[src/hdl/mbe_pkg.sv]
`timescale 1ns / 1ps
// ----------------------------------------------------------------------------
// mbe_pkg
// Shared types and constants for the Mandelbrot escape-time block.
// ----------------------------------------------------------------------------
package mbe_pkg;

	localparam int FRAC_BITS = 57;
	localparam int DATA_W    = 64;
	localparam int STEP_W    = 63;
	localparam int PIX_W     = 11;
	localparam int CNT_W     = 16;
	localparam int REG_IDX_W = 3;
	localparam int HALF_W    = DATA_W / 2;
	localparam int PROD_W    = 2 * DATA_W;
	localparam int PP_W      = 2 * (HALF_W + 1);

	// escape when the 65-bit sum of squares reaches 4.0
	localparam int ESC_BIT = FRAC_BITS + 2;

	localparam logic [DATA_W-1:0] X_MIN_RST      = 64'd0 - 64'd107553164861011237;
	localparam logic [DATA_W-1:0] Y_MAX_RST      = 64'd16385896884224813;
	localparam logic [STEP_W-1:0] X_STEP_RST     = 63'd443323088319;
	localparam logic [STEP_W-1:0] Y_STEP_RST     = 63'd246290604622;
	localparam logic [CNT_W-1:0]  ITER_LIMIT_RST = 16'd2500;

	typedef enum logic [REG_IDX_W-1:0] {
		REG_X_MIN      = 3'd0,
		REG_Y_MAX      = 3'd1,
		REG_X_STEP     = 3'd2,
		REG_Y_STEP     = 3'd3,
		REG_ITER_LIMIT = 3'd4
	} reg_idx_t;

	typedef struct packed {
		logic [DATA_W-1:0] x_min;
		logic [DATA_W-1:0] y_max;
		logic [STEP_W-1:0] x_step;
		logic [STEP_W-1:0] y_step;
		logic [CNT_W-1:0]  iter_limit;
	} cfg_t;

	typedef enum logic [1:0] {
		SH_NONE,
		SH_CROSS,
		SH_SQUARE
	} shift_t;

	typedef struct packed {
		logic              start;
		shift_t            sh;
		logic [DATA_W-1:0] a;
		logic [DATA_W-1:0] b;
	} mul_req_t;

	typedef enum logic [3:0] {
		ST_IDLE,
		ST_XMUL,
		ST_XWAIT,
		ST_YMUL,
		ST_YWAIT,
		ST_CHECK,
		ST_UVMUL,
		ST_UVWAIT,
		ST_UUMUL,
		ST_UUWAIT,
		ST_VVMUL,
		ST_VVWAIT
	} state_t;

endpackage

[src/hdl/mbe_mul.sv]
`timescale 1ns / 1ps
// ----------------------------------------------------------------------------
// mbe_mul
// Shared signed 64x64 multiplier built from one 33x33 multiplier over four
// partial products, with a fixed-point shift on the 128-bit result.
// ----------------------------------------------------------------------------
module mbe_mul (
	input  logic                        clk,
	input  logic                        arst_n,
	input  mbe_pkg::mul_req_t           req,
	output logic                        done,
	output logic [mbe_pkg::DATA_W-1:0]  res
);

	localparam int H = mbe_pkg::HALF_W;

	logic [mbe_pkg::DATA_W-1:0]         a_q;
	logic [mbe_pkg::DATA_W-1:0]         b_q;
	mbe_pkg::shift_t                    sh_q;
	logic                               busy_q;
	logic [1:0]                         cnt_q;
	logic                               pp_vld_q;
	logic [1:0]                         pp_pos_q;
	logic signed [mbe_pkg::PP_W-1:0]    pp_q;
	logic [mbe_pkg::PROD_W-1:0]         acc_q;
	logic                               done_q;

	logic signed [H:0]                  opa;
	logic signed [H:0]                  opb;
	logic signed [mbe_pkg::PP_W-1:0]    pp;
	logic [mbe_pkg::PROD_W-1:0]         ppx;
	logic [mbe_pkg::PROD_W-1:0]         pp_sh;
	logic [mbe_pkg::PROD_W-1:0]         acc_d;

	// high halves are signed, low halves unsigned
	assign opa = cnt_q[1] ? {a_q[mbe_pkg::DATA_W-1], a_q[mbe_pkg::DATA_W-1:H]}
	                      : {1'b0, a_q[H-1:0]};
	assign opb = cnt_q[0] ? {b_q[mbe_pkg::DATA_W-1], b_q[mbe_pkg::DATA_W-1:H]}
	                      : {1'b0, b_q[H-1:0]};
	assign pp  = opa * opb;

	always_comb begin
		ppx = {{(mbe_pkg::PROD_W-mbe_pkg::PP_W){pp_q[mbe_pkg::PP_W-1]}}, pp_q};
		case (pp_pos_q)
			2'd0: begin
				pp_sh = ppx;
			end
			2'd3: begin
				pp_sh = ppx << (2 * H);
			end
			default: begin
				pp_sh = ppx << H;
			end
		endcase
		acc_d = ((pp_pos_q == 2'd0) ? '0 : acc_q) + pp_sh;
	end

	always_ff @(posedge clk or negedge arst_n) begin
		if (!arst_n) begin
			busy_q   <= 1'b0;
			cnt_q    <= 2'd0;
			pp_vld_q <= 1'b0;
			done_q   <= 1'b0;
		end else begin
			pp_vld_q <= busy_q;
			done_q   <= pp_vld_q && (pp_pos_q == 2'd3);
			if (req.start) begin
				busy_q <= 1'b1;
				cnt_q  <= 2'd0;
			end else if (busy_q) begin
				cnt_q <= cnt_q + 2'd1;
				if (cnt_q == 2'd3) begin
					busy_q <= 1'b0;
				end
			end
		end
	end

	always_ff @(posedge clk) begin
		if (req.start) begin
			a_q  <= req.a;
			b_q  <= req.b;
			sh_q <= req.sh;
		end
		if (busy_q) begin
			pp_q     <= pp;
			pp_pos_q <= cnt_q;
		end
		if (pp_vld_q) begin
			acc_q <= acc_d;
		end
	end

	always_comb begin
		case (sh_q)
			mbe_pkg::SH_CROSS: begin
				res = acc_q[mbe_pkg::FRAC_BITS-1 +: mbe_pkg::DATA_W];
			end
			mbe_pkg::SH_SQUARE: begin
				res = acc_q[mbe_pkg::FRAC_BITS +: mbe_pkg::DATA_W];
			end
			default: begin
				res = acc_q[mbe_pkg::DATA_W-1:0];
			end
		endcase
	end

	assign done = done_q;

endmodule

[config.mk]
export PLATFORM = sky130hd
export DESIGN_NAME = mbe_mul
export DESIGN_NICKNAME = d
export VERILOG_FILES = /design/src/hdl/mbe_pkg.sv /design/src/hdl/mbe_mul.sv
export SDC_FILE = /design/constraint.sdc
export NUM_CORES = 2
export LEC_CHECK = 0
export ABC_AREA = 0
export CAP_MARGIN = 20
export CORE_UTILIZATION = 57
export CTS_BUF_LIST = sky130_fd_sc_hd__clkbuf_16
export CTS_CLUSTER_SIZE = 24
export DETAILED_ROUTE_END_ITERATION = 12
export DONT_BUFFER_PORTS = 1
export PLACE_DENSITY = 0.72
export RECOVER_POWER = 25
export SYNTH_ARGS = -nofsm -noshare
export SYNTH_HDL_FRONTEND = slang
export SYNTH_SLANG_ARGS = --single-unit
[constraint.sdc]
create_clock -name clk -period 10 [get_ports clk]
set_input_delay 0.5 -clock clk [delete_from_list [all_inputs] [get_ports clk]]
set_output_delay 0.5 -clock clk [all_outputs]
set_load 0.01 [all_outputs]
; ---- Word-level counts from Yosys, hierarchy flattened
; Index checks and enable logic that the tools add are counted.
; Widths: inputs -> output; s select.
[classes]
addsub = 2
multipliers = 1
n_eq_ne = 4
muxes = 10
reduce_logical = 3
[ops]
columns = operator, count
row1 = $pmux 128 s2, 1
row2 = $add 128x128->128, 1
row3 = $mux 128, 1
row4 = $pmux 64 s2, 1
row5 = $mul 33x33->66, 1
row6 = $mux 33, 2
row7 = $eq 2x2->1 const B, 3
row8 = $mux 2, 2
row9 = $mux 1, 3
row10 = $add 2x1->2 const B, 1
row11 = $eq 2x1->1 const B, 1
row12 = $logic_not 2->1, 1
row13 = $reduce_bool 2->1, 1
row14 = $logic_and 1x1->1, 1
[word_totals]
ff_bits = 331
out_inout_bits = 65
wordCells = 30

; ---- Logic depth before layout (Yosys ltp)
[depth]
ltp_word = 4
ltp_mapped = 33

; ---- Least setup slack after synthesis
; No wires, ideal clock.
[synth_path]
path_type = reg2reg
from = register cnt_q[0]
to = register pp_q[58] (netlist bit), data pin
arrival_ns = 9.013
setup_slack_ns = 0.731
stages_incl_launch_ff = 31
path_buffers = 5
cell_sequence = dfrtp_1 -> clkbuf_1 -> clkbuf_1 -> clkbuf_1 -> buf_1 -> mux2i_1 -> nor2_1 -> fa_1 -> inv_1 -> fa_1 -> inv_1 -> fa_1 -> inv_1 -> fa_1 -> fa_1 -> fa_1 -> fa_1 -> fa_1 -> inv_1 -> ha_1 -> clkbuf_1 -> a21o_1 -> a21oi_1 -> nor2_1 -> nor2_1 -> o21ai_0 -> a221o_1 -> a22oi_1 -> a31oi_1 -> a311o_1 -> and4_1
[synth_between]
elab_chain_cells = 2
[synth_rtl]
columns = element, line_no
row1 = from (decl), mbe_mul.sv:21  ; logic [1:0] cnt_q;
row2 = from (signal assigned), mbe_mul.sv:71  ; cnt_q <= cnt_q + 2'd1;
row3 = $mux 33, mbe_mul.sv:38  ; assign opb = cnt_q[0] ? {b_q[mbe_pkg::DATA_W-1], b_q[mbe_pkg::DATA_W-1:H]}
row4 = $mul 33x33->66, mbe_mul.sv:40  ; assign pp = opa * opb;
row5 = via pp (one bit), mbe_mul.sv:30  ; logic signed [mbe_pkg::PP_W-1:0] pp;
row6 = to (signal assigned), mbe_mul.sv:86  ; pp_q <= pp;
row7 = to (decl), mbe_mul.sv:24  ; logic signed [mbe_pkg::PP_W-1:0] pp_q;
; The timed path passes the listed nets, and every way through them passes these cells.
; A chain may end at the register's enable or synchronous reset.

; ---- Final worst setup path
; Same ends and word-level chain as after synthesis.

==> results.ini <==
[global_routing]
antenna_found_initial = 2
grt_pass1_wl_microns = 291300
overflow = 0
grt_max_degree = 133
grt_pass1_vias = 48158
grt_usage = 0.3829

[yosys]
ys_seq_area_frac = 0.1672
synth_ff_type = edfxtp_1
async_flop_share = 0.01543
ys.warnings.count = 0
synth_seq_cells = 324
synthTopCellsByArea = fa_1, edfxtp_1, inv_1, ha_1, nand2_1
synth_top_area_frac = 0.3954
synth_common_cells = inv_1, fa_1, nand2_1
yosysTopAreaCell = fa_1
yosysUniqueCellTypes = 79
avgSynthCellArea_sq_um = 9.358
syn-cell-area_sq_um = 58030
postSynthCellCount = 6201
synth_most_common_cell = inv_1
synth_fp_nets = 7790
synth_edf_count = 319

[timing]
period_share = 0.9593
skew_ns = 0.04498
max_clock_freq_mhz = 104.2
tns_ns = 0
hold_viol = 0
slew_headroom = 0.2308
finalMaxSlewViolations = 0
tightest_slew_ns = 1.151
finalCriticalPeriod_ns = 9.593
rsz0062_at_grt = false
setup_violations = 0
whs_ns = 0.02327

[route]
remaining_drc_errors = 0
wirelength_microns = 192600
dr.pass1.iters = 6
drtIter0Drc = 4742
vias_per_cell = 6.034
wl_per_cell_microns = 25.35
via_count = 45856
ant_nets = 0

[worst_hold_path]
worstHoldPathType = in -> reg
whs_path_depth = 0

[clock_network]
post_cts_buffers = 0
clock_path_buffers = 3
root_buffer = clkbuf_16
clk_latency_ns = 0.63
holdBufCountCts = 132
clock_sinks = 324
cts_htree_levels = 2
cts.clk_slew.worst_paths_ns = 0.06
cts_tree = built
cts_resized = 0
cts_buffers = 39

[worst_setup_path]
crit_path_frequent_cell = fa_1
reg2reg_depth = 28
cp_max_fo = 35
r2r_setup_slack_ns = 0.41
crit_slowest_cell = dfrtp_4
cp.arrival_ns = 9.97
startpoint_type = flop
crit_type = reg -> reg
crit_required_ns = 10.38
end_kind = flop
max_stage_delay_ns = 0.90

[floorplan]
rows = 116
dieWidth_microns = 321.1
core-area_sq_um = 100400
ios = 198
dieArea_sq_um = 103100
die_h_microns = 321.1
initial_core_util = 0.5778

[finish]
final_util = 0.6214
regArea_sq_um = 9717
fill_cells = 8459
finalNetCount = 7798
drive_gt1_frac = 0.05258
multiInputGateArea_sq_um = 42780
area_delta_synth_final_pct = 7.547
final_area_sq_um = 62410

[placed_design]
dpl.hpwl_microns = 153300
port_buffers = 0
placed_cell_area_sq_um = 59830
gp_congestion = 1.066

[status]
run_status = finished, final reports clean

[flow_run]
drv_cap = 0

[worst max-delay path, delay by kind of cell, from the launching register on]
kind | cells | cell delay (ns)
mux | 1 | 0.78
compound gates | 5 | 1.70
simple gates | 6 | 0.98
flops | 1 | 0.90
buf+inv | 7 | 0.54
fa+ha+maj | 9 | 4.45
[final timing paths]
| path | to | startpoint |
|---|---|---|
| setup / recovery | pp_q[58] | cnt_q[0] |
| hold / removal | a_q[53] | req[130] |
| setup reg to reg | pp_q[58] | cnt_q[0] |
| hold reg to reg | flop | pp_q[0] |
| max in group asynchronous | cnt_q[1] | arst_n |
| min in group asynchronous | pp_vld_q | arst_n |
[cell families after synthesis]
kind of cell / count (synthesis) / share of synthesized area
adder cells (fa/ha/maj): 1456 / 0.4622
other: 1 / 0.00006462
AND/OR/NAND/NOR: 1764 / 0.1289
multiplexers: 160 / 0.02930
AO/OA/AOI/OAI: 799 / 0.08780
XOR/XNOR: 168 / 0.02536
buffers and inverters: 1529 / 0.09920
flip-flops: 324 / 0.1672
[through the flow]
step                worst slack [ns]  std cells
finish                        0.4065       7599
global route                 0.06443       7596
CTS                           0.5617       7595
detailed placement            0.5583       7393
global placement              0.6396       7393
floorplan                     0.7313       6201
[layout make-up]
class,count,area share
inverter,1230,0.07398
clock inverter,31,0.004330
timing repair buffer,266,0.03749
antenna,4,0.0001604
clock buffer,39,0.01564
multi-input combinational,4348,0.6855
tap,1357,0.02721
sequential,324,0.1557
[flip-flops by register name, summed over array words and instances (netlist names), named ones only]
name and cells:
cnt_q 2, done 1, b_q 64, acc_q 120, sh_q 2, busy_q 1
pp_q 66, pp_pos_q 2, a_q 64, pp_vld_q 1
[layer usage]
metal  track usage  wire length, microns
met5             0                    13
met4        0.2186                 13570
met1        0.4856                 71240
met2        0.5734                 82110
met3        0.1308                 25710
[layout by cell type, fill, tap and decap left out, types with 9 or more instances in the layout]
cell type	Yosys	layout
nand3_1	51	51
o211ai_1	15	15
a22o_1	33	33
a31oi_1	18	18
mux2i_2	0	38
o21bai_1	30	30
mux2_2	79	79
a22oi_1	70	70
nor3_1	31	31
nand4_1	49	49
o21ai_0	154	154
a21o_1	84	84
nand2_1	747	747
xnor2_1	108	108
and2_1	17	17
nor2_1	676	676
a221oi_1	9	9
o31ai_1	12	12
nand2b_1	17	17
edfxtp_1	319	319
fa_1	1146	1146
ha_1	310	306
dlygate4sd3_1	0	132
or3_1	9	9
inv_1	1230	1239
clkbuf_16	0	39
buf_4	0	133
and3_1	17	17
mux2i_1	81	40
a21oi_1	264	264
o21a_1	20	20
xor2_1	60	60
nand3b_1	10	10
a211oi_1	18	18
nor2b_1	101	100
Power is not shown: default switching activity piles up to over one toggle a cycle in this logic, so the estimate is an artifact.
