$ cat config.mk
export PLATFORM = sky130hd
export DESIGN_NAME = mbe_regs
export DESIGN_NICKNAME = d
export VERILOG_FILES = /design/src/hdl/mbe_pkg.sv /design/src/hdl/mbe_regs.sv
export SDC_FILE = /design/constraint.sdc
export NUM_CORES = 1
export LEC_CHECK = 0
export BUFFER_PORTS_ARGS = -buffer_cell sky130_fd_sc_hd__buf_4
export CAP_MARGIN = 20
export CORE_UTILIZATION = 55
export DETAILED_ROUTE_END_ITERATION = 10
export PLACE_DENSITY = 0.92
export RECOVER_POWER = 25
export SLEW_MARGIN = 20
export SYNTH_ARGS = -nofsm -noshare
export SYNTH_HDL_FRONTEND = slang
export SYNTH_SLANG_ARGS = --single-unit
$ cat constraint.sdc
create_clock -name clk -period 1.2 [get_ports clk]
set_input_delay 0.36 -clock clk [delete_from_list [all_inputs] [get_ports clk]]
set_output_delay 0.36 -clock clk [all_outputs]
set_load 0.02 [all_outputs]
$ cat src/hdl/mbe_pkg.sv
`timescale 1ns / 1ps
// ----------------------------------------------------------------------------
// mbe_pkg
// Shared types and constants for the Mandelbrot escape-time block.
// ----------------------------------------------------------------------------
package mbe_pkg;

	localparam int FRAC_BITS = 57;
	localparam int DATA_W    = 64;
	localparam int STEP_W    = 63;
	localparam int PIX_W     = 11;
	localparam int CNT_W     = 16;
	localparam int REG_IDX_W = 3;
	localparam int HALF_W    = DATA_W / 2;
	localparam int PROD_W    = 2 * DATA_W;
	localparam int PP_W      = 2 * (HALF_W + 1);

	// escape when the 65-bit sum of squares reaches 4.0
	localparam int ESC_BIT = FRAC_BITS + 2;

	localparam logic [DATA_W-1:0] X_MIN_RST      = 64'd0 - 64'd107553164861011237;
	localparam logic [DATA_W-1:0] Y_MAX_RST      = 64'd16385896884224813;
	localparam logic [STEP_W-1:0] X_STEP_RST     = 63'd443323088319;
	localparam logic [STEP_W-1:0] Y_STEP_RST     = 63'd246290604622;
	localparam logic [CNT_W-1:0]  ITER_LIMIT_RST = 16'd2500;

	typedef enum logic [REG_IDX_W-1:0] {
		REG_X_MIN      = 3'd0,
		REG_Y_MAX      = 3'd1,
		REG_X_STEP     = 3'd2,
		REG_Y_STEP     = 3'd3,
		REG_ITER_LIMIT = 3'd4
	} reg_idx_t;

	typedef struct packed {
		logic [DATA_W-1:0] x_min;
		logic [DATA_W-1:0] y_max;
		logic [STEP_W-1:0] x_step;
		logic [STEP_W-1:0] y_step;
		logic [CNT_W-1:0]  iter_limit;
	} cfg_t;

	typedef enum logic [1:0] {
		SH_NONE,
		SH_CROSS,
		SH_SQUARE
	} shift_t;

	typedef struct packed {
		logic              start;
		shift_t            sh;
		logic [DATA_W-1:0] a;
		logic [DATA_W-1:0] b;
	} mul_req_t;

	typedef enum logic [3:0] {
		ST_IDLE,
		ST_XMUL,
		ST_XWAIT,
		ST_YMUL,
		ST_YWAIT,
		ST_CHECK,
		ST_UVMUL,
		ST_UVWAIT,
		ST_UUMUL,
		ST_UUWAIT,
		ST_VVMUL,
		ST_VVWAIT
	} state_t;

endpackage

$ cat src/hdl/mbe_regs.sv
`timescale 1ns / 1ps
// ----------------------------------------------------------------------------
// mbe_regs
// Configuration registers: viewport origin, steps and iteration limit.
// ----------------------------------------------------------------------------
module mbe_regs (
	input  logic                            clk,
	input  logic                            arst_n,
	input  logic                            cfg_we,
	input  logic [mbe_pkg::REG_IDX_W-1:0]   cfg_index,
	input  logic [mbe_pkg::DATA_W-1:0]      cfg_data,
	output mbe_pkg::cfg_t                   cfg
);

	mbe_pkg::cfg_t cfg_q;

	always_ff @(posedge clk or negedge arst_n) begin
		if (!arst_n) begin
			cfg_q.x_min      <= mbe_pkg::X_MIN_RST;
			cfg_q.y_max      <= mbe_pkg::Y_MAX_RST;
			cfg_q.x_step     <= mbe_pkg::X_STEP_RST;
			cfg_q.y_step     <= mbe_pkg::Y_STEP_RST;
			cfg_q.iter_limit <= mbe_pkg::ITER_LIMIT_RST;
		end else if (cfg_we) begin
			case (mbe_pkg::reg_idx_t'(cfg_index))
				mbe_pkg::REG_X_MIN: begin
					cfg_q.x_min <= cfg_data;
				end
				mbe_pkg::REG_Y_MAX: begin
					cfg_q.y_max <= cfg_data;
				end
				mbe_pkg::REG_X_STEP: begin
					cfg_q.x_step <= cfg_data[mbe_pkg::STEP_W-1:0];
				end
				mbe_pkg::REG_Y_STEP: begin
					cfg_q.y_step <= cfg_data[mbe_pkg::STEP_W-1:0];
				end
				mbe_pkg::REG_ITER_LIMIT: begin
					cfg_q.iter_limit <= cfg_data[mbe_pkg::CNT_W-1:0];
				end
				default: begin
				end
			endcase
		end
	end

	assign cfg = cfg_q;

endmodule

# Word level (Yosys, flattened, before mapping)
# Index checks and enable logic that the tools add are counted.
[totals]
regBits = 270
latch_bits = 0
n_memories = 0
mem_bits_rw = 0
rom_bits = 0
inputBits = 70
output_inout_bits = 270
[classes]
mul = 0
order_cmp = 0
shift = 0
add_sub_neg = 0
n_reduce_logical = 6
div_mod_pow = 0
n_mux = 0
bitwise = 0
eq_ne = 4
[op_table]
columns = ["operator", "count"]
rows = [
  ["$reduce_and 2->1", 5],
  ["$eq 3x2->1 const B", 2],
  ["$eq 3x1->1 const B", 1],
  ["$eq 3x3->1 const B", 1],
  ["$logic_not 3->1", 1],
]

# Longest topological paths before layout
# Gate-level depths: netlist (run 1).
[depth]
depth_word = 2
ltp_mapped = 4

# Least setup slack after synthesis (run 1)
# No wires, ideal clock.
[synth_path]
path_type = "input-to-reg"
startpoint = "input port cfg_index[0] (netlist name)"
endpoint = "register cfg_q, in the netlist cfg[208]"
slack_ns = -0.228
path_buffers = 2
arrival_time_ns = 1.303
cell_stages = 4
cell_sequence = "nor4b_2 buf_6 buf_12 mux2_4"
[synth_between]
elab_chain_cells = 2
[synth_lines]
columns = ["item", "line_no", "text"]
rows = [
  ["start: declaration", "mbe_regs.sv:10", "input logic [mbe_pkg::REG_IDX_W-1:0] cfg_index,"],
  ["$logic_not 3->1", "mbe_regs.sv:25", "case (mbe_pkg::reg_idx_t'(cfg_index))"],
  ["$reduce_and 2->1 (no source line)", "--", ""],
  ["end: declaration", "mbe_regs.sv:15", "mbe_pkg::cfg_t cfg_q;"],
]
# Every way passes these cells.
# A chain may end at the register's enable or synchronous reset.

# Worst setup path in the final report (run 1)
[layout_path]
startpoint = "register cfg_q, in the netlist cfg[228]"
endpoint = "output port cfg[228] (netlist name)"
[layout_rtl]
columns = ["item", "line_no", "text"]
rows = [
  ["end: declaration", "mbe_regs.sv:12", "output mbe_pkg::cfg_t cfg"],
]
# No word-level cell between the ends.

==> impl_metrics.toml, run 1 <==
[status]
outcome = "finished with violations"
violations = "negative setup slack"

[synth]
synth_top_flop_cell = "dfrtp_1"
synth_compound_area_share_pct = 0
ys_types = 13
synthSimpleGateAreaFrac_pct = 0.533
synth_edf_count = 0
syn_nets = 645
synthMuxAreaShare_pct = 33.7
synth_area_sq_um = 11000
ys_ff_latch = 270
synth_top_family_by_area = "multiplexers"
yosys_warnings = 0
synth_seq_area_share_pct = 62.6
netlist_instances = 575
synth_adder_area_share_pct = 0
synth_xor_area_share_pct = 0
async_reset_ff_share_pct = 100
synth_area_per_cell_sq_um = 19.2

[route]
firstDrtPassIters = 4
drt_iter0_drc = 401
drtAntennaViolNets = 0
avgViaCountPerCell = 5.58
finalWirelength_um = 41700
drc = 0
wl_per_cell_um = 29.0
route.vias.total = 8027

[worst_setup_path]
critPathLaunchType = "flip-flop"
cpPeakStageDelay_ps = 610
cp.arrival_ps = 1300
crit_start = "cfg[228]"
crit_cells = 1
endpoint_kind = "output port"
regToRegStartpoint = "cfg[61]"
critPathKind = "reg -> out"
reg2reg_slack_ps = 100
ff2ff_path_depth = 3
crit_buf_inv = 1
rr_endpoint = "cfg[61]"
path_delay_family = "flip-flops"
crit_chain = "buf_6"
cp-endpoint = "cfg[228]"
required_ps = 840
crit_fanout = 2
critical-path-slowest-cell = "dfstp_2"

[grt]
track_usage_pct = 36.3
grt_pass1_vias = 8556
grt_max_degree = 39
grt_pass1_wl_um = 54600
overflow = 0
antenna_found_initial = 1

[finish]
final_common_cell = "buf_4"
largest_register_ffs = 270
nNetsFinal = 1221
stdcell_count = 1438
layout_common_cells = "buf_4, buf_6, mux2_4"
antennaDiodeCount = 0
drive_gt1_share_pct = 85.9
syn2layout_area_growth_pct = 59.7

[timing]
timing.slew.headroom_pct = 61.6
finalWorstSetupSlack_ps = -459
rsz0062_at_grt = "yes"
worst_pin_slew_ps = 575
setup_viol = 280
tns_ps = -79680
post-route-period-util_pct = 138
period_minus_slack_ps = 1660
slew_viol_final = 0
fmax_ghz = 0.603
finClkSkew_ps = 0
final_hold_viol_count = 0

[run]
maxCapViolCount = 0

[die]
ioPinCount = 340
initial_core_util_pct = 56.5
fp.dieW_um = 144
coreArea_sq_um = 19500
die_h_um = 144
die_area_sq_um = 20600
rows = 51

[hold_path]
hold_class = "in -> reg"
hp-start = "cfg_data[63]"
min_path_cells = 2

[place]
dp_cells = 1199
place.gp.congestion = 0.787
hpwl_um = 20000
io_buffers = 339

[pwr]
finalPower_uw = 36700
p_leak_uw = 0.00845
ir_worst_vdd_mv = 1.73
power.density_nw_per_um2 = 2090

[clocking]
tritoncts = "yes"
clk_latency_ps = 530
clock-sinks = 270
cts_root_buf = "clkbuf_16"
htreeDepth = 1
numCtsBuffers = 28
clockBufferDepth = 3
clkSlewWorstSetupHoldPaths_ps = 70
## layer usage
metal  wire (um)  GRT usage [%]  up-vias
li1            -              -     3177
met1       14400           40.0     4198
met2       21900           65.4      481
met3        2930           8.16      171
met4        2460           18.9        0
met5           0              0        -
## cell families (layout without fill, tap and decap cells)
family	after synthesis	count (layout)
buffers and inverters	30	628
flip-flops	270	270
multiplexers	270	270
AND/OR/NAND/NOR	5	5
## what timing repair did
item	4_1_cts	5_1_grt
resized for setup	270	1
hold buffers	1	0
setup endpoints to repair	270	270
setup buffers	121	65
endpoints found under the hold margin	20	0
pin swaps	0	0
## worst min path at each step
stage	to	slack (ps)
3_3_place_gp	cfg[56]	260
3_5_place_dp	cfg[56]	260
5_1_grt	cfg[205]	70
6_report	cfg[205]	80
4_1_cts	cfg[269]	60
2_1_floorplan	cfg[0]	60
## report_power, final
part	internal [uW]	switching (uW)	leakage (uW)	total, uW
Clock	5270	3860	0.000472	9130
Combinational	7910	5960	0.00491	13900
Sequential	11800	1970	0.00307	13700
Total	25000	11800	0.00845	36700
## Yosys cell counts (2+ instances only)
cell,instances,area share [%]
mux2_2,80,8.2
mux2_1,10,1.0
buf_2,4,0.18
mux2_4,180,25
buf_6,16,1.6
buf_12,6,1.1
dfrtp_1,157,36
and4bb_1,2,0.23
buf_4,4,0.27
dfstp_2,113,27
## layout make-up
class	instances	area (sq um)
repair buffers	576	5540
clock inverters	7	68.8
clock buffers	45	886
fillers	661	1930
multi-input cells	275	3870
flip-flops and latches	270	6900
well taps	265	332
## metrics by stage
stage | area, sq um | hold slack (ps) | worst slack [ps] | util (%)
6_report | 17600 | 82.9 | -459 | 90.1
5_1_grt | 17600 | 74.8 | -485 | 90.1
4_1_cts | 17200 | 58.7 | -391 | 87.9
3_5_place_dp | 14300 | 265 | -446 | 73.2
3_3_place_gp | 14300 | 262 | -442 | 73.2
2_1_floorplan | 11200 | 64.4 | -205 | -
Power figures use the tool's default switching activity.
==> inputs of run 2 (changes only) <==
--- a/config.mk
+++ b/config.mk
@@ -5,13 +5,12 @@
 export SDC_FILE = /design/constraint.sdc
 export NUM_CORES = 1
 export LEC_CHECK = 0
-export BUFFER_PORTS_ARGS = -buffer_cell sky130_fd_sc_hd__buf_4
+export BUFFER_PORTS_ARGS = -buffer_cell sky130_fd_sc_hd__buf_2
 export CAP_MARGIN = 20
 export CORE_UTILIZATION = 55
 export DETAILED_ROUTE_END_ITERATION = 10
 export PLACE_DENSITY = 0.92
 export RECOVER_POWER = 25
-export SLEW_MARGIN = 20
 export SYNTH_ARGS = -nofsm -noshare
 export SYNTH_HDL_FRONTEND = slang
 export SYNTH_SLANG_ARGS = --single-unit
==> run 2 against run 1 <==
Against the previous run: the flow still finishes with violations (negative setup slack); fmax is 1.2% higher; register-to-register slack worse by 60 ps; global-route usage is 0.089 points higher; highest routed layer is now met5; hold slack better by 9.7 ps; first-iteration DRC count is 4.7% lower; sequential share of layout area is 0.31 points higher; flip-flop and latch count stayed put.
==> impl_metrics.toml, run 2 (synthesis results as in run 1) <==
[route]
avgViaCountPerCell = 5.58
wl_per_cell_um = 28.9
drtAntennaViolNets = 0
firstDrtPassIters = 4
route.vias.total = 8067
drt_iter0_drc = 382
finalWirelength_um = 41700
drc = 0

[worst_setup_path]
required_ps = 840
path_delay_family = "flip-flops"
critPathLaunchType = "flip-flop"
cpPeakStageDelay_ps = 590
crit_fanout = 2
critical-path-slowest-cell = "dfstp_2"
endpoint_kind = "output port"
crit_buf_inv = 1
critPathKind = "reg -> out"
crit_chain = "buf_6"
crit_cells = 1
ff2ff_path_depth = 3
cp.arrival_ps = 1280

[pwr]
power.density_nw_per_um2 = 2140
p_leak_uw = 0.00842
finalPower_uw = 37400
ir_worst_vdd_mv = 1.67

[timing]
period_minus_slack_ps = 1640
worst_pin_slew_ps = 1160
timing.slew.headroom_pct = 22.5
slew_viol_final = 0
post-route-period-util_pct = 137
fmax_ghz = 0.610
final_hold_viol_count = 0
rsz0062_at_grt = "yes"
finalWorstSetupSlack_ps = -440
setup_viol = 533
hold_ws_ps = 92.6
finClkSkew_ps = 0
tns_ps = -148420

[die]
initial_core_util_pct = 56.5
rows = 51
ioPinCount = 340
die_area_sq_um = 20600
die_h_um = 144
fp.dieW_um = 144
coreArea_sq_um = 19500

[grt]
track_usage_pct = 36.4
grt_pass1_vias = 8643
overflow = 0
grt_max_degree = 50
antenna_found_initial = 3
grt_pass1_wl_um = 54800

[clocking]
clock-sinks = 270
clockBufferDepth = 3
htreeDepth = 1
numCtsBuffers = 28
clk_latency_ps = 540
cts_root_buf = "clkbuf_16"
clkSlewWorstSetupHoldPaths_ps = 80
tritoncts = "yes"

[status]
violations = "negative setup slack"
outcome = "finished with violations"

[finish]
largest_register_ffs = 270
layout_common_cells = "buf_6, buf_4, mux2_4"
drive_gt1_share_pct = 86.1
syn2layout_area_growth_pct = 58.4
nNetsFinal = 1226
final_common_cell = "buf_6"

[hold_path]
hold_class = "in -> reg"
min_path_cells = 2

[place]
io_buffers = 339
place.gp.congestion = 0.800
hpwl_um = 18100
dp_worst_setup_slack_ps = -494

[run]
maxCapViolCount = 0
-- run 2: cell count changes in the layout (fill, tap and decap cells not counted), moves of 3 or more --
cell	before	now
bufinv_16	1	5
buf_12	14	11
diode_2	0	3
buf_4	280	228
buf_8	3	0
buf_2	0	68
clkbuf_8	10	4
-- run 2: what timing repair did --
item | CTS | global route
endpoints found under the hold margin | 35 | 0
gates cloned | 0 | 0
setup endpoints to repair | 270 | 316
gates resized for setup | 540 | 2
hold buffers | 1 | 0
buffers inserted | 118 | 81
-- run 2: worst paths after layout --
kind                            endpoint  slack, ps    startpoint
worst max-delay path            cfg[245]       -440      cfg[245]
worst min-delay path            cfg[269]         90  cfg_data[63]
min in group asynchronous       cfg[231]        600        arst_n
max in group asynchronous       cfg[142]       -350        arst_n
worst min register to register   cfg[66]        540       cfg[66]
worst max register to register  cfg[176]         40      cfg[176]
-- run 2: power breakdown --
group	switching (uW)	leakage [uW]	internal, uW
clock network	4030	0.000490	5650
registers	1950	0.00307	11800
logic	6070	0.00486	7950
total	12100	0.00842	25400
-- run 2: cell type report --
cell class	count	area, sq um
clock inverter	15	221
antenna	3	7.51
clock buffer	37	774
multi-input combinational	275	3880
sequential	270	6900
tap	265	332
fill	638	2070
timing repair buffer	581	5350
-- run 2: metal layers --
metal / up-vias / routed length [um] / global-route usage (%)
li1: 3190 / - / -
met1: 4159 / 14400 / 40.5
met2: 535 / 21500 / 64.8
met3: 181 / 3210 / 7.86
met4: 2 / 2590 / 19.9
met5: - / 12 / 0
-- run 2: metrics by stage --
step | util, % | cells | cell area, sq um
global route | 89.4 | 1444 | 17500
detailed placement | 67.9 | 1191 | 13300
finish | 89.4 | 1446 | 17500
floorplan | - | 575 | 11200
CTS | 86.3 | 1362 | 16800
global placement | 67.9 | 1191 | 13300
==> inputs of run 3 (changes only) <==
--- a/config.mk
+++ b/config.mk
@@ -9,7 +9,7 @@
 export CAP_MARGIN = 20
 export CORE_UTILIZATION = 55
 export DETAILED_ROUTE_END_ITERATION = 10
-export PLACE_DENSITY = 0.92
+export PLACE_DENSITY = 0.89
 export RECOVER_POWER = 25
 export SYNTH_ARGS = -nofsm -noshare
 export SYNTH_HDL_FRONTEND = slang
==> run 3 against run 2 <==
Against the previous run: the run still ends with negative setup slack left; final cell count decreased by 2.0%; routed wire length decreased by 2.7%; combinational power about the same; global-route usage decreased by 0.75 points; hold slack improved by 11 ps; clock skew unchanged; register-to-register slack improved by 50 ps; fmax increased by 2.1%; sequential share of layout area increased by 0.45 points; setup slack improved by 34 ps; sequential power about the same; design area decreased by 1.1%; critical endpoint is now cfg[238]; largest cell class unchanged.
==> impl_metrics.toml, run 3 (synthesis results as in run 1) <==
[timing]
fmax_ghz = 0.623
final_hold_viol_count = 0
setup_viol = 518
worst_pin_slew_ps = 872
slew_viol_final = 0
period_minus_slack_ps = 1610
timing.slew.headroom_pct = 41.9
finClkSkew_ps = 0
rsz0062_at_grt = "yes"
post-route-period-util_pct = 134
finalWorstSetupSlack_ps = -406

[place]
hpwl_um = 17600
dp_cells = 1184
dp_worst_setup_slack_ps = -492
io_buffers = 339
place.gp.congestion = 0.796

[pwr]
power.density_nw_per_um2 = 2130
ir_worst_vdd_mv = 1.41
p_leak_uw = 0.00829

[run]
maxCapViolCount = 0

[die]
die_area_sq_um = 20600
ioPinCount = 340
fp.dieW_um = 144
rows = 51
die_h_um = 144
initial_core_util_pct = 56.5
coreArea_sq_um = 19500

[finish]
final_common_cell = "buf_6"
layout_common_cells = "buf_6, buf_4, mux2_4"
drive_gt1_share_pct = 85.8
nNetsFinal = 1201
syn2layout_area_growth_pct = 56.6
largest_register_ffs = 270
stdcell_count = 1417
nFillCells = 737

[clocking]
clk_latency_ps = 530
numCtsBuffers = 27
cts_root_buf = "clkbuf_16"
htreeDepth = 1
clock-sinks = 270
clkSlewWorstSetupHoldPaths_ps = 70
tritoncts = "yes"
clockBufferDepth = 3

[route]
drtAntennaViolNets = 0
drc = 0
finalWirelength_um = 40600
firstDrtPassIters = 4
route.vias.total = 7733
wl_per_cell_um = 28.7
avgViaCountPerCell = 5.46
drt_iter0_drc = 346

[worst_setup_path]
crit_buf_inv = 1
crit_chain = "buf_6"
critPathKind = "reg -> out"
critical-path-slowest-cell = "dfstp_2"
crit_fanout = 2
cpPeakStageDelay_ps = 580
endpoint_kind = "output port"
critPathLaunchType = "flip-flop"
path_delay_family = "flip-flops"
required_ps = 840
cp.arrival_ps = 1250
reg2reg_slack_ps = 90

[grt]
grt_max_degree = 51
grt_pass1_vias = 8338
track_usage_pct = 35.6
antenna_found_initial = 1
grt_pass1_wl_um = 53500
overflow = 0

[status]
outcome = "finished with violations"
violations = "negative setup slack"

[hold_path]
hold_class = "in -> reg"
-- run 3: changes by cell type in the layout (fill, tap and decap cells not counted), moves of 2 or more --
cell,before,now
diode_2,3,1
clkbuf_8,4,8
buf_6,272,270
buf_12,11,14
buf_4,228,203
-- run 3: per-stage QoR --
stage	utilization, %	TNS (ps)	power [uW]	hold WS [ps]	instance area, sq um
6_report	88.4	-92650	36700	104	17300
5_1_grt	88.4	-120280	37700	102	17300
4_1_cts	85.0	-75990	34400	78.0	16600
3_5_place_dp	67.9	-111260	21500	234	13300
3_3_place_gp	67.9	-105870	21200	228	13300
2_1_floorplan	-	-31140	18300	64.4	11200
-- run 3: cell type report --
| type | count | area [sq um] | area share [%] |
|---|---|---|---|
| antenna | 1 | 2.50 | 0.0145 |
| clock buffer | 39 | 801 | 4.64 |
| clock inverter | 10 | 153 | 0.884 |
| multi-input combinational | 275 | 3880 | 22.5 |
| sequential | 270 | 6900 | 40.0 |
| tap | 265 | 332 | 1.92 |
| timing repair buffer | 557 | 5200 | 30.1 |
-- run 3: final timing paths --
kind,from,cells past startpoint,end
setup / recovery,cfg[238],1,cfg[238]
hold / removal,cfg_data[63],2,cfg[205]
setup reg to reg,cfg[165],3,cfg[165]
hold reg to reg,cfg[63],1,cfg[63]
max in group asynchronous,arst_n,3,cfg[171]
min in group asynchronous,arst_n,2,cfg[152]
-- run 3: worst reg2reg max path: stages (launching register included) --
cell     delay, ps
dfrtp_1        400
buf_4          160
buf_4          130
mux2_4         300
-- run 3: report_power, final --
part | internal [uW] | leakage [uW] | switching [uW] | total, uW
Clock | 5490 | 0.000471 | 3850 | 9330
Sequential | 11800 | 0.00307 | 1950 | 13700
Combinational | 7790 | 0.00475 | 5910 | 13700
-- run 3: repair_timing --
item                                   in CTS  in global routing
hold buffers                                1                  0
cloned                                      0                  0
setup buffers                              92                 90
setup endpoints to repair                 270                271
pin swaps                                   0                  0
resized for setup                         540                  0
endpoints found under the hold margin      84                  0
-- run 3: layer usage --
layer | up-vias | part of all wire (%) | GRT usage, %
li1 | 3138 | - | -
met1 | 4016 | 35 | 38.4
met2 | 414 | 53 | 65.6
met3 | 165 | 5.5 | 7.00
met4 | 0 | 6.8 | 19.2
met5 | - | 0 | 0
